File: src/rtl/teei_pkg.sv
// Shared types and codes for the texture edge-extend index unit.
// No dependencies.
package teei_pkg;

    // Fill mode codes on the result channel
    typedef enum logic [1:0] {
        FILL_NONE   = 2'd0,
        FILL_CLAMP  = 2'd1,
        FILL_WRAP   = 2'd2,
        FILL_MIRROR = 2'd3
    } fill_mode_t;

    // Configuration register indexes
    typedef enum logic [2:0] {
        CFG_LOADED_SIZE    = 3'd0,
        CFG_REQUESTED_SIZE = 3'd1,
        CFG_ALLOCATED_SIZE = 3'd2,
        CFG_MASK_BITS      = 3'd3,
        CFG_MIRROR_ON      = 3'd4,
        CFG_CLAMP_ON       = 3'd5,
        CFG_AXIS_IS_T      = 3'd6
    } cfg_index_t;

    localparam int CFG_INDEX_W = 3;
    localparam int MASK_BITS_W = 4;
    // Width that holds 2^(mask_bits+1) for every 4-bit mask_bits
    localparam int MW = 17;

    // Mode flags from the register file
    typedef struct packed {
        logic [MASK_BITS_W-1:0] mask_bits;
        logic                   mirror_on;
        logic                   clamp_on;
        logic                   axis_is_t;
    } mode_cfg_t;

endpackage

File: src/rtl/texture_edge_extend_index_unit.sv
// Top level of the texture edge-extend index unit: input register,
// index calculation, result register. Depends on teei_pkg and submodules.
//
// Channel | Handshake               | Payload
// --------+-------------------------+----------------------------------
// cfg     | cfg_valid / cfg_ready   | cfg_index, cfg_data
// in      | in_valid / in_ready     | position
// out     | out_valid / out_ready   | fill_mode, source_position
//
// One position per cycle sustained while out_ready stays high; between an input
// transaction and out_valid lie the input register, then the result register,
// and the result transaction waits for out_ready.
// Reset clears the configuration registers to zero and empties both stages.
// A stalled result holds the result register; the input register still
// takes a new position until it too is full, then in_ready drops.
// cfg_ready is always high; write configuration only while idle.
module texture_edge_extend_index_unit #(
    parameter int SIZE_BITS = 10
) (
    input  logic                             clk,
    input  logic                             rst_n,
    input  logic                             cfg_valid,
    output logic                             cfg_ready,
    input  logic [teei_pkg::CFG_INDEX_W-1:0] cfg_index,
    input  logic [SIZE_BITS:0]               cfg_data,
    input  logic                             in_valid,
    output logic                             in_ready,
    input  logic [SIZE_BITS-1:0]             position,
    output logic                             out_valid,
    input  logic                             out_ready,
    output logic [1:0]                       fill_mode,
    output logic [SIZE_BITS:0]               source_position
);

    logic [SIZE_BITS:0]   loaded_size, requested_size, allocated_size;
    teei_pkg::mode_cfg_t  mode_cfg;
    logic                 s1_valid_reg, s1_valid_next;
    logic [SIZE_BITS-1:0] pos_reg;
    logic                 s1_adv, in_xfer, out_can_load;
    teei_pkg::fill_mode_t calc_mode, out_mode;
    logic [SIZE_BITS:0]   calc_src;

    assign cfg_ready = 1'b1;

    teei_cfg_regs #(.SIZE_BITS(SIZE_BITS)) u_cfg (
        .clk            (clk),
        .rst_n          (rst_n),
        .wr_en          (cfg_valid),
        .wr_index       (cfg_index),
        .wr_data        (cfg_data),
        .loaded_size    (loaded_size),
        .requested_size (requested_size),
        .allocated_size (allocated_size),
        .mode_cfg       (mode_cfg)
    );

    // Input stage control
    assign s1_adv   = s1_valid_reg && out_can_load;
    assign in_ready = !s1_valid_reg || out_can_load;
    assign in_xfer  = in_valid && in_ready;

    always_comb
    begin
        if (in_xfer)
            s1_valid_next = 1'b1;
        else if (s1_adv)
            s1_valid_next = 1'b0;
        else
            s1_valid_next = s1_valid_reg;
    end

    always_ff @(posedge clk or negedge rst_n)
    begin
        if (!rst_n)
            s1_valid_reg <= 1'b0;
        else
            s1_valid_reg <= s1_valid_next;
    end

    always_ff @(posedge clk)
    begin
        if (in_xfer)
            pos_reg <= position;
    end

    teei_index_calc #(.SIZE_BITS(SIZE_BITS)) u_calc (
        .position        (pos_reg),
        .loaded_size     (loaded_size),
        .requested_size  (requested_size),
        .allocated_size  (allocated_size),
        .mode_cfg        (mode_cfg),
        .fill_mode       (calc_mode),
        .source_position (calc_src)
    );

    teei_out_stage #(.SIZE_BITS(SIZE_BITS)) u_out (
        .clk             (clk),
        .rst_n           (rst_n),
        .load            (s1_adv),
        .fill_mode_in    (calc_mode),
        .source_in       (calc_src),
        .out_ready       (out_ready),
        .out_valid       (out_valid),
        .can_load        (out_can_load),
        .fill_mode       (out_mode),
        .source_position (source_position)
    );

    assign fill_mode = out_mode;

endmodule

File: src/rtl/teei_cfg_regs.sv
// Configuration register file for the edge-extend index unit.
// Depends on teei_pkg.
module teei_cfg_regs #(
    parameter int SIZE_BITS = 10
) (
    input  logic                             clk,
    input  logic                             rst_n,
    input  logic                             wr_en,
    input  logic [teei_pkg::CFG_INDEX_W-1:0] wr_index,
    input  logic [SIZE_BITS:0]               wr_data,
    output logic [SIZE_BITS:0]               loaded_size,
    output logic [SIZE_BITS:0]               requested_size,
    output logic [SIZE_BITS:0]               allocated_size,
    output teei_pkg::mode_cfg_t              mode_cfg
);

    logic [SIZE_BITS:0]  loaded_reg;
    logic [SIZE_BITS:0]  requested_reg;
    logic [SIZE_BITS:0]  allocated_reg;
    teei_pkg::mode_cfg_t mode_reg;

    // Register writes; unknown indexes are dropped
    always_ff @(posedge clk or negedge rst_n)
    begin
        if (!rst_n)
        begin
            loaded_reg    <= '0;
            requested_reg <= '0;
            allocated_reg <= '0;
            mode_reg      <= '0;
        end
        else if (wr_en)
        begin
            unique case (wr_index)
                teei_pkg::CFG_LOADED_SIZE:    loaded_reg    <= wr_data;
                teei_pkg::CFG_REQUESTED_SIZE: requested_reg <= wr_data;
                teei_pkg::CFG_ALLOCATED_SIZE: allocated_reg <= wr_data;
                teei_pkg::CFG_MASK_BITS:
                    mode_reg.mask_bits <= wr_data[teei_pkg::MASK_BITS_W-1:0];
                teei_pkg::CFG_MIRROR_ON:      mode_reg.mirror_on <= wr_data[0];
                teei_pkg::CFG_CLAMP_ON:       mode_reg.clamp_on  <= wr_data[0];
                teei_pkg::CFG_AXIS_IS_T:      mode_reg.axis_is_t <= wr_data[0];
                default: ;
            endcase
        end
    end

    assign loaded_size    = loaded_reg;
    assign requested_size = requested_reg;
    assign allocated_size = allocated_reg;
    assign mode_cfg       = mode_reg;

endmodule

File: src/rtl/teei_index_calc.sv
// Combinational fill-mode decision and source position for one texel.
// Depends on teei_pkg.
module teei_index_calc #(
    parameter int SIZE_BITS = 10
) (
    input  logic [SIZE_BITS-1:0]  position,
    input  logic [SIZE_BITS:0]    loaded_size,
    input  logic [SIZE_BITS:0]    requested_size,
    input  logic [SIZE_BITS:0]    allocated_size,
    input  teei_pkg::mode_cfg_t   mode_cfg,
    output teei_pkg::fill_mode_t  fill_mode,
    output logic [SIZE_BITS:0]    source_position
);

    localparam int MW = teei_pkg::MW;
    localparam int SW = SIZE_BITS + 1;

    logic [MW-1:0] p, ls, rs, as, es;
    logic [MW-1:0] w, m, m2, pm, pn, pm1;
    logic [MW-1:0] wrap_end, wrap_val, mirror_val;
    logic          in_la, in_le, in_ea;

    // Widen everything for compares against the period
    assign p  = MW'(position);
    assign ls = MW'(loaded_size);
    assign rs = MW'(requested_size);
    assign as = MW'(allocated_size);
    assign es = mode_cfg.clamp_on ? rs : as;

    assign w   = MW'(1) << mode_cfg.mask_bits;
    assign m   = w - MW'(1);
    assign m2  = (w << 1) - MW'(1);
    assign pm  = p & m;
    assign pn  = p & m2;
    assign pm1 = p & m;

    assign in_la = (p >= ls) && (p < as);
    assign in_le = (p >= ls) && (p < es);
    assign in_ea = (p >= es) && (p < as);

    // Wrap and mirror sources: S and T axes wrap differently; range end is e in the repeat case
    always_comb
    begin
        wrap_end = (ls == w) ? es : as;
        if (mode_cfg.axis_is_t)
            wrap_val = (p > m) ? pm : (p - ls);
        else
            wrap_val = (pm < ls) ? pm : (wrap_end - pm);
        mirror_val = (pn <= m) ? pm1 : (m2 - pn);
    end

    // Decision tree on sizes and period
    always_comb
    begin
        fill_mode       = teei_pkg::FILL_NONE;
        source_position = '0;
        if (ls >= as)
        begin
            fill_mode = teei_pkg::FILL_NONE;
        end
        else if (mode_cfg.mask_bits == '0)
        begin
            if (ls != '0 && in_la)
            begin
                fill_mode       = teei_pkg::FILL_CLAMP;
                source_position = SW'(ls - MW'(1));
            end
        end
        else if (ls == w)
        begin
            if (es < as && es != '0 && in_ea)
            begin
                fill_mode       = teei_pkg::FILL_CLAMP;
                source_position = SW'(es - MW'(1));
            end
            else if (in_le)
            begin
                if (mode_cfg.mirror_on)
                begin
                    fill_mode       = teei_pkg::FILL_MIRROR;
                    source_position = SW'(mirror_val);
                end
                else
                begin
                    fill_mode       = teei_pkg::FILL_WRAP;
                    source_position = SW'(wrap_val);
                end
            end
        end
        else if (ls < rs && rs == w && w == as)
        begin
            if (in_la)
            begin
                fill_mode       = teei_pkg::FILL_WRAP;
                source_position = SW'(wrap_val);
            end
        end
        else if (ls <= rs && rs < w)
        begin
            if (ls != '0 && in_la)
            begin
                fill_mode       = teei_pkg::FILL_CLAMP;
                source_position = SW'(ls - MW'(1));
            end
        end
    end

endmodule

File: src/rtl/teei_out_stage.sv
// Result register with valid/ready handshake toward the consumer.
// Depends on teei_pkg.
module teei_out_stage #(
    parameter int SIZE_BITS = 10
) (
    input  logic                 clk,
    input  logic                 rst_n,
    input  logic                 load,
    input  teei_pkg::fill_mode_t fill_mode_in,
    input  logic [SIZE_BITS:0]   source_in,
    input  logic                 out_ready,
    output logic                 out_valid,
    output logic                 can_load,
    output teei_pkg::fill_mode_t fill_mode,
    output logic [SIZE_BITS:0]   source_position
);

    logic                 valid_reg, valid_next;
    teei_pkg::fill_mode_t mode_reg;
    logic [SIZE_BITS:0]   src_reg;

    // Free when empty or being drained this cycle
    assign can_load = !valid_reg || out_ready;

    always_comb
    begin
        if (load)
            valid_next = 1'b1;
        else if (out_ready)
            valid_next = 1'b0;
        else
            valid_next = valid_reg;
    end

    always_ff @(posedge clk or negedge rst_n)
    begin
        if (!rst_n)
            valid_reg <= 1'b0;
        else
            valid_reg <= valid_next;
    end

    // Payload needs no reset
    always_ff @(posedge clk)
    begin
        if (load)
        begin
            mode_reg <= fill_mode_in;
            src_reg  <= source_in;
        end
    end

    assign out_valid       = valid_reg;
    assign fill_mode       = mode_reg;
    assign source_position = src_reg;

endmodule

File: config.mk
export PLATFORM = sky130hd
export DESIGN_NAME = texture_edge_extend_index_unit
export DESIGN_NICKNAME = d
export VERILOG_FILES = /design/src/rtl/teei_pkg.sv /design/src/rtl/texture_edge_extend_index_unit.sv /design/src/rtl/teei_cfg_regs.sv /design/src/rtl/teei_index_calc.sv /design/src/rtl/teei_out_stage.sv
export SDC_FILE = /design/constraint.sdc
export NUM_CORES = 1
export LEC_CHECK = 0
export BUFFER_PORTS_ARGS = -buffer_cell sky130_fd_sc_hd__buf_2
export CAP_MARGIN = 20
export CORE_MARGIN = 5
export CORE_UTILIZATION = 65
export CTS_CLUSTER_SIZE = 14
export DETAILED_ROUTE_END_ITERATION = 7
export GPL_TIMING_DRIVEN = 1
export PLACE_DENSITY = 0.87
export SETUP_SLACK_MARGIN = 0.5
export SYNTH_ARGS = -nofsm -noshare
export SYNTH_HDL_FRONTEND = slang
export SYNTH_SLANG_ARGS = --single-unit
File: constraint.sdc
create_clock -name clk -period 8.1 [get_ports clk]
set_input_delay 1.62 -clock clk [delete_from_list [all_inputs] [get_ports clk]]
set_output_delay 1.62 -clock clk [all_outputs]
set_load 0.005 [all_outputs]
==> results_dict.tcl <==
set metrics [dict create \
    ir_worst_vdd_v 0.000193 \
    synthesis.area_um2 8070 \
    firstDrtPassIters 8 \
    whs_ps 500 \
    clkSinkCount 65 \
    insertion_delay_ps 360 \
    clkTransAtPathRegs_ps 60 \
    antenna_found_initial 0 \
    cp-start-kind "register" \
    fin_skew_ps 11.6 \
    drtIter0Drc 1171 \
    tns_ps 0 \
    gp_congestion 1.12 \
    ctsHoldBuffers 0 \
    grt_max_degree 43 \
    dr_wl_met3_mm 3.70 \
    die-width_um 121 \
    root_buffer "clkbuf_16" \
    rsz0062_at_grt "no" \
    final_cell_mix "116 x ha_1, 93 x o21ai_0, 93 x nand2_1" \
    drive_gt1_share_pct 10.9 \
    synth.distinct_cells 90 \
    rows 40 \
    place_area_um2 8310 \
    antennaDiodeCount 0 \
    numPortBuffers 43 \
    hold_viol_final 0 \
    grt_pass1_wl_mm 43.5 \
    syn_nets 1134 \
    initial_utilization_pct 66.7 \
    worst-slew-pin-transition_ps 1060 \
    core-area_um2 12100 \
    finish.net_count 1155 \
    outcome "completed" \
    wl_met2_mm 11.5 \
    dr_total_vias 8222 \
    clk_path_buf_depth 2 \
    grt_remaining_overflow 0 \
    critPathArrivalTime_ps 5630 \
    post-cts-setup-buffers 0 \
    grt_pass1_vias 7741 \
    cts_tree "yes" \
    wl_met1_mm 11.3 \
    highest_layer "met4" \
    viasPerCell 6.96 \
    synth_seq_cells 65 \
    synth_cells 987 \
    slew_headroom_pct 29.4 \
    cts_buffers 9 \
    cts_max_level 3 \
    mostFrequentLayoutCell "ha_1" \
    wl_mm 28.4 \
    cts_resized 0 \
    area_growth_pct 6.70 \
    ant_nets 0 \
    avgRoutedWirePerCell_um 24.0 \
    hold_path_class "register to register" \
    async_flop_share_pct 64.6 \
    p_leak_nw 3.70 \
    min_period_ps 5530 \
    pin_count 45 \
    grt_usage_pct 39.1 \
    path_class "register to register" \
    cellPowerDensity_nw_per_um2 265 \
    seq_area_frac_synth_pct 21.6 \
    yosys_most_used_dff "dfrtp_1" \
    critPathRequiredTime_ps 8200 \
    dieArea_um2 14700 \
    chipHeight_um 121 \
    yosysWarnings 0 \
    setup_viol 0 \
    drcViolationCount 0 \
    period_share_pct 68.3 \
    max_freq_mhz 181 \
    final_max_slew_viol_count 0 \
    syn_area_per_cell_um2 8.18 \
    fin_area_um2 8610 \
    end_kind "register" \
    maxCapViolCount 0 \
    place_hpwl_mm 22.4 \
    synth_edf_count 23 \
    crit_fanout 38 \
]
[worst paths after layout]
check / startpoint / end / slack (ps) / depth (start not counted)
max: u_cfg.mode_cfg[6] / u_out.source_position[1] / 2570 / 17
min: s1_valid_reg / u_out.out_valid / 500 / 1
max reg2reg: u_cfg.mode_cfg[6] / u_out.source_position[1] / 2570 / 17
min reg2reg: s1_valid_reg / u_out.out_valid / 500 / 1
max in group asynchronous: rst_n / u_cfg.requested_size[9] / 6100 / 1
min in group asynchronous: rst_n / u_cfg.allocated_size[0] / 1420 / 1
[final cells by class]
type | count | area, um2
Timing Repair Buffer | 48 | 260
Tap cell | 168 | 210
Inverter | 75 | 283
Sequential cell | 65 | 1740
Multi-Input combinational cell | 809 | 5840
Clock inverter | 7 | 53.8
Fill cell | 1021 | 3500
Clock buffer | 9 | 225
[layer usage]
metal	GRT usage, %	vias up
met5	0	-
met4	22.8	0
met3	10.1	144
met2	57.1	601
met1	52.1	3767
li1	-	3710
[cell usage after synthesis, types with 10 or more instances]
cell type,count,area [um2]
a21o_1,15,113
dfrtp_1,42,1050
a211oi_1,14,105
clkbuf_1,16,60.1
nor2_1,47,176
xnor2_1,25,219
nor3_1,38,190
nand3_1,30,150
inv_1,72,270
nand2_1,93,349
mux2_2,11,124
and2_1,10,62.6
ha_1,116,1450
o21a_1,11,82.6
edfxtp_1,23,691
nor2b_1,21,131
nand4_1,16,100
buf_2,11,55.1
o211ai_1,13,97.6
a21oi_1,52,260
mux2i_1,17,170
o21ai_0,93,465
nand2b_1,13,81.3
[critical path: stages, from the launching register on]
cell and delay [ps]:
dfrtp_1 770, or2_2 530, clkinv_2 140, nand2_1 190, ha_1 390, xnor2_1 410, inv_1 80, ha_1 270
ha_1 210, a2111oi_0 390, o21ai_0 190, a221oi_2 410, nor2_2 190, mux2_2 280, mux2i_1 100, o2111ai_1 300
a22oi_1 130, a211o_1 280
[kinds of logic after synthesis]
group	share of synthesized area (%)
other	0.0465
AOI/OAI and AO/OA	24.2
and+or+nand+nor	21.9
buffers and inverters	6.28
adders and majority gates	18.5
DFF	21.6
xor gates and xnor gates	3.69
muxes	3.81
[power breakdown]
part           switching (W)  internal [W]  total [W]  leakage (nW)
clock network       0.000164      0.000210   0.000373         0.137
logic               0.000832      0.000518    0.00135          2.83
registers           0.000162      0.000396   0.000559         0.734
[per-stage QoR]
stage / power (W) / std cells / setup slack [ps] / utilization, %
floorplan: 0.00147 / 987 / 3800 / -
global placement: 0.00182 / 1163 / 2850 / 68.6
detailed placement: 0.00184 / 1163 / 2750 / 68.6
CTS: 0.00222 / 1179 / 2720 / 70.9
global route: 0.00242 / 1181 / 2100 / 71.1
finish: 0.00228 / 1181 / 2570 / 71.1
(Power assumes the default switching activity.)
